`config.mk`:
```
export PLATFORM = sky130hd
export DESIGN_NAME = agrt_limit_div
export DESIGN_NICKNAME = d
export VERILOG_FILES = /design/src/sv/ack_gated_retransmit_tracker_assert.svh /design/src/sv/agrt_pkg.sv /design/src/sv/agrt_limit_div.sv
export SDC_FILE = /design/constraint.sdc
export NUM_CORES = 1
export LEC_CHECK = 0
export ABC_AREA = 1
export BUFFER_PORTS_ARGS = -buffer_cell sky130_fd_sc_hd__buf_2
export CORE_AREA = 2 2 162 164
export DETAILED_ROUTE_END_ITERATION = 16
export DIE_AREA = 0 0 164 166
export PLACE_DENSITY_LB_ADDON = 0.08
export SLEW_MARGIN = 40
export SYNTH_ARGS = -nofsm -noshare
export SYNTH_HDL_FRONTEND = slang
export SYNTH_SLANG_ARGS = --single-unit
```
`constraint.sdc`:
```
create_clock -name clk -period 1.41 [get_ports clk]
set_input_delay 0.282 -clock clk [delete_from_list [all_inputs] [get_ports clk]]
set_output_delay 0.282 -clock clk [all_outputs]
set_load 0.02 [all_outputs]
```
`src/sv/ack_gated_retransmit_tracker_assert.svh`:
```
// assertion macros for the ack gated retransmit tracker
// no dependencies; included by modules that carry concurrent checks
`ifndef ACK_GATED_RETRANSMIT_TRACKER_ASSERT_SVH
`define ACK_GATED_RETRANSMIT_TRACKER_ASSERT_SVH
`ifndef SYNTHESIS
`define AGRT_ASSERT_IMP(lbl, clk, rst_n, ante, cons) \
    lbl: assert property (@(posedge clk) disable iff (!rst_n) (ante) |-> (cons)) \
        else $error("agrt same-cycle check failed");
`define AGRT_ASSERT_NXT(lbl, clk, rst_n, ante, cons) \
    lbl: assert property (@(posedge clk) disable iff (!rst_n) (ante) |=> (cons)) \
        else $error("agrt next-cycle check failed");
`else
`define AGRT_ASSERT_IMP(lbl, clk, rst_n, ante, cons)
`define AGRT_ASSERT_NXT(lbl, clk, rst_n, ante, cons)
`endif
`endif

```
`src/sv/agrt_pkg.sv`:
```
// shared types, codes and constants for the ack gated retransmit tracker
// no dependencies
package agrt_pkg;

    localparam int RING_SLOTS_DEF   = 64;
    localparam int CHANNELS_DEF     = 4;
    localparam int SAMPLE_STORE_DEF = 4096;

    localparam int CYCLE_W = 26;
    localparam int SEQ_W   = 16;
    localparam int IDX_W   = 32;
    localparam int CNT_W   = 8;
    localparam int CHAN_W  = 2;
    localparam int FUNC_W  = 3;
    localparam int LIMIT_W = 18;

    localparam int TIMEOUT_DIV     = 500;
    localparam int TIMEOUT_DEFAULT = 2000;
    localparam int TIMEOUT_MIN     = 200;

    localparam logic [FUNC_W-1:0] FN_START   = 3'd0;
    localparam logic [FUNC_W-1:0] FN_STOP    = 3'd1;
    localparam logic [FUNC_W-1:0] FN_TICK    = 3'd2;
    localparam logic [FUNC_W-1:0] FN_SEND    = 3'd3;
    localparam logic [FUNC_W-1:0] FN_ACK     = 3'd4;
    localparam logic [FUNC_W-1:0] FN_TIMEOUT = 3'd5;

    typedef struct packed {
        logic [SEQ_W-1:0]  seq;
        logic [CHAN_W-1:0] chan;
        logic [CNT_W-1:0]  count;
        logic [IDX_W-1:0]  first;
        logic [IDX_W-1:0]  stamp;
    } agrt_rec_t;

    typedef struct packed {
        logic [FUNC_W-1:0] func;
        logic [CHAN_W-1:0] channel;
        logic [CNT_W-1:0]  req_count;
        logic [SEQ_W-1:0]  ack_sequence;
        logic [IDX_W-1:0]  now_ms;
    } agrt_req_t;

    typedef struct packed {
        logic              accepted;
        logic [SEQ_W-1:0]  sequence_res;
        logic [IDX_W-1:0]  first_index;
        logic [CNT_W-1:0]  granted_count;
        logic [5:0]        released;
        logic              rewound;
        logic              dropped;
        logic [5:0]        in_flight;
        logic [IDX_W-1:0]  overflows;
    } agrt_res_t;

    typedef struct packed {
        logic               busy;
        logic [LIMIT_W-1:0] limit;
    } agrt_limit_t;

endpackage

```
`src/sv/agrt_limit_div.sv`:
```
// retransmit timeout unit: cycle length / 500 by reciprocal multiply, then clamp
// depends on agrt_pkg
module agrt_limit_div (
    input  logic                         clk,
    input  logic                         rst_n,
    input  logic                         start,
    input  logic [agrt_pkg::CYCLE_W-1:0] cycle_len,
    output agrt_pkg::agrt_limit_t        status
);
    import agrt_pkg::*;

    // ceil(2^35 / 500), exact quotient for any 26-bit dividend
    localparam int                 RECIP_W   = 27;
    localparam int                 RECIP_SH  = 35;
    localparam logic [RECIP_W-1:0] RECIP_MUL = RECIP_W'(68719477);
    localparam int                 PROD_W    = CYCLE_W + RECIP_W;

    logic [PROD_W-1:0]  prod;
    logic [LIMIT_W-1:0] quo_reg;
    logic               busy_reg;
    logic               zero_reg;
    logic [LIMIT_W-1:0] limit_reg, limit_next;

    always_comb
    begin
        prod = PROD_W'(cycle_len) * PROD_W'(RECIP_MUL);
        if (zero_reg)
        begin
            limit_next = LIMIT_W'(TIMEOUT_DEFAULT);
        end
        else if (quo_reg < LIMIT_W'(TIMEOUT_MIN))
        begin
            limit_next = LIMIT_W'(TIMEOUT_MIN);
        end
        else
        begin
            limit_next = quo_reg;
        end
    end

    always_ff @(posedge clk or negedge rst_n)
    begin
        if (!rst_n)
        begin
            busy_reg  <= 1'b0;
            limit_reg <= LIMIT_W'(TIMEOUT_DEFAULT);
        end
        else if (start)
        begin
            busy_reg <= 1'b1;
        end
        else if (busy_reg)
        begin
            busy_reg  <= 1'b0;
            limit_reg <= limit_next;
        end
    end

    always_ff @(posedge clk)
    begin
        if (start)
        begin
            quo_reg  <= prod[RECIP_SH +: LIMIT_W];
            zero_reg <= (cycle_len == '0);
        end
    end

    assign status.busy  = busy_reg;
    assign status.limit = limit_reg;
endmodule

```
==> results.json <==
{
  "clkTransAtPathRegs_ns": 0.06,
  "synthTopCellsByArea": "fa_1, ha_1, inv_1",
  "cp_cell_sequence": "buf_8 -> clkinvlp_4 -> buf_6 -> buf_4 -> fa_2 -> inv_2 -> fa_1 -> fa_2 -> fa_2 -> fa_1 -> inv_1 -> fa_2 -> inv_1 -> ha_4 -> nand2_4 -> nor2_4 -> nand2_2 -> nor3_4 -> nand4_1 -> nand4_1 -> nand2_1",
  "port_buffers": 47,
  "grt_pass1_wl_mm": 63.5,
  "critPathLaunchType": "input port",
  "min_path_cells": 4,
  "synth_top_area_frac": 0.307,
  "grtUsageMet3": 0.0422,
  "synth.largest_area_cell": "fa_1",
  "insertedDiodeCount": 0,
  "skew_ns": 0.00482,
  "finalCriticalPeriod_ns": 5.21,
  "htreeDepth": 2,
  "cts_made_buffers": 5,
  "grt_overflow": 0,
  "worstHoldPathType": "in2reg",
  "worstSkewPairLatency_ns": 0.28,
  "dieArea_um2": 27200,
  "finalHoldViolations": 0,
  "grt.met2_usage": 0.534,
  "drt-wirelength-per-cell_um": 16.3,
  "crit_path_end_kind": "flip-flop",
  "crit_family": "adder cells",
  "synthCells": 1766,
  "grt_usage": 0.303,
  "slowest_delay_ns": 0.61,
  "hold_slack_ns": 0.314,
  "setup_viol": 19,
  "grt_max_degree": 21,
  "worst_pin_slew_ns": 0.423,
  "wirelength_mm": 38.7,
  "dr_total_vias": 11500,
  "synth_area_um2": 13800,
  "grtUsageMet1": 0.391,
  "rr_worst_depth": 6,
  "rsz0062_at_grt": "true",
  "syn_avg_cell_area_um2": 7.83,
  "criticalPathCategory": "in2reg",
  "viasPerCell": 4.84,
  "antenna_found_initial": 0,
  "start_util": 0.540,
  "yosysWarnings": 0,
  "final_common_cell": "inv_1",
  "gp_congestion": 0.945,
  "path_buf_inv": 7,
  "coreArea_um2": 25600,
  "layout_common_cells": "inv_1, nand2_1, ha_1",
  "finalWorstSetupSlack_ns": -3.80,
  "cts_tree": "done",
  "synth-seq-area-share": 0.0762,
  "cap_violations": 0,
  "ios": 48,
  "worst_path_max_delay_cell": "fa_2",
  "root_buffer": "clkbuf_16",
  "rows": 59,
  "cpMostUsedCell": "fa_2",
  "detail-route-antenna-nets": 0,
  "path_max_fanout": 3,
  "max_slew_margin": 0.718,
  "grt.busiest_layer": "met2",
  "chipHeight_um": 166,
  "cts_sinks": 38,
  "first_iter_violations": 713,
  "final_util": 0.680,
  "required_ns": 1.43,
  "synth_cell_types": 35,
  "cp.arrival_ns": 5.23,
  "dr.pass1.iters": 8,
  "nets": 2552,
  "place_ws_ns": -4.33,
  "min_period_over_period": 3.69,
  "synth_fp_nets": 2286,
  "drc": 0,
  "area_growth_pct": 26.1,
  "ys_ff_latch": 38,
  "dp_hpwl_mm": 35.3,
  "max_freq_mhz": 192,
  "clockBufferDepth": 2,
  "grt_pass1_vias": 12600,
  "outcome": "complete, but fails checks",
  "final_layout_size_suffix_gt1_frac": 0.259,
  "violations": "negative setup slack",
  "cp.depth": 21,
  "die_w_um": 164,
  "final-max-slew-violation-count": 0
}
-- final timing paths --
path,start,to,slack (ns)
worst max-delay path,cycle_len[12],quo_reg[4],-3.80
worst min-delay path,start,limit_reg[4],0.31
worst max register to register,quo_reg[3],limit_reg[5],0.01
worst min register to register,limit_reg[0],limit_reg[0],0.47
max in group asynchronous,rst_n,limit_reg[8],0.59
min in group asynchronous,rst_n,limit_reg[1],0.49
-- worst reg2reg max path, delay by kind of cell, from the launching register on --
family	cells	cell delay, ns
and+or+nand+nor	4	0.52
AOI/OAI and AO/OA	1	0.18
buffers and inverters	1	0.17
DFF	1	0.42
-- through the flow --
stage                     instances  area [um^2]  TNS, ns
final                          2368        17400   -67.00
after global routing           2368        17400   -70.81
after CTS                      2360        17000   -67.22
after detailed placement       2346        16200   -77.00
after global placement         2346        16200   -76.37
after floorplan                1766        14100   -65.39
-- layout make-up --
type	count	area (um^2)
Inverter	592	2270
Fill cell	2240	8190
Timing Repair Buffer	262	2000
Multi-Input combinational cell	1133	11500
Tap cell	335	419
Clock inverter	2	11.3
Clock buffer	6	139
Sequential cell	38	1050
-- cells in the mapped netlist --
cell type    n
dfrtp_1     13
a31oi_1      1
o31ai_1      1
clkbuf_1     1
dfstp_2      6
and2_1       2
and3_1       2
o211ai_1     1
nand3b_1     2
nor4_1       4
nor2_2      11
fa_1       212
nor2_4       3
edfxtp_1    19
o21ai_0      2
buf_4        1
nor3_1       7
inv_2        5
nand2_1    389
nor3_2       4
nor2_1      85
a22o_1       7
nand2_2      6
buf_2        1
o21a_1       1
inv_1      587
or2_2        3
nand3_1     41
nand4_1     23
o21bai_1     6
ha_1       279
o22a_1       3
a211oi_1     1
a21boi_0     1
a21oi_1     36
-- kinds of logic (layout without fill, tap and decap cells) --
| kind of cell | after synthesis | count (layout) | synth area share |
|---|---|---|---|
| AOI/OAI and AO/OA | 60 | 60 | 0.0265 |
| adders and majority gates | 491 | 491 | 0.560 |
| buffers and inverters | 595 | 862 | 0.162 |
| DFF | 38 | 38 | 0.0762 |
| and+or+nand+nor | 582 | 582 | 0.176 |
-- what timing repair did --
action                                  CTS  global route
resized for setup                       157           100
endpoints found under the setup margin   23            24
hold endpoints to repair                 13             0
hold buffers                              1             0
buffers inserted                          5             8
pin swaps                                92            47
-- layer usage --
| metal | vias to the layer above | part of all wire |
|---|---|---|
| li1 | 5730 | - |
| met1 | 5441 | 0.44 |
| met2 | 246 | 0.48 |
| met3 | 55 | 0.053 |
| met4 | 0 | 0.028 |
| met5 | - | 0 |
Power is not shown: default switching activity piles up to over one toggle a cycle in this logic, so the estimate is an artifact.
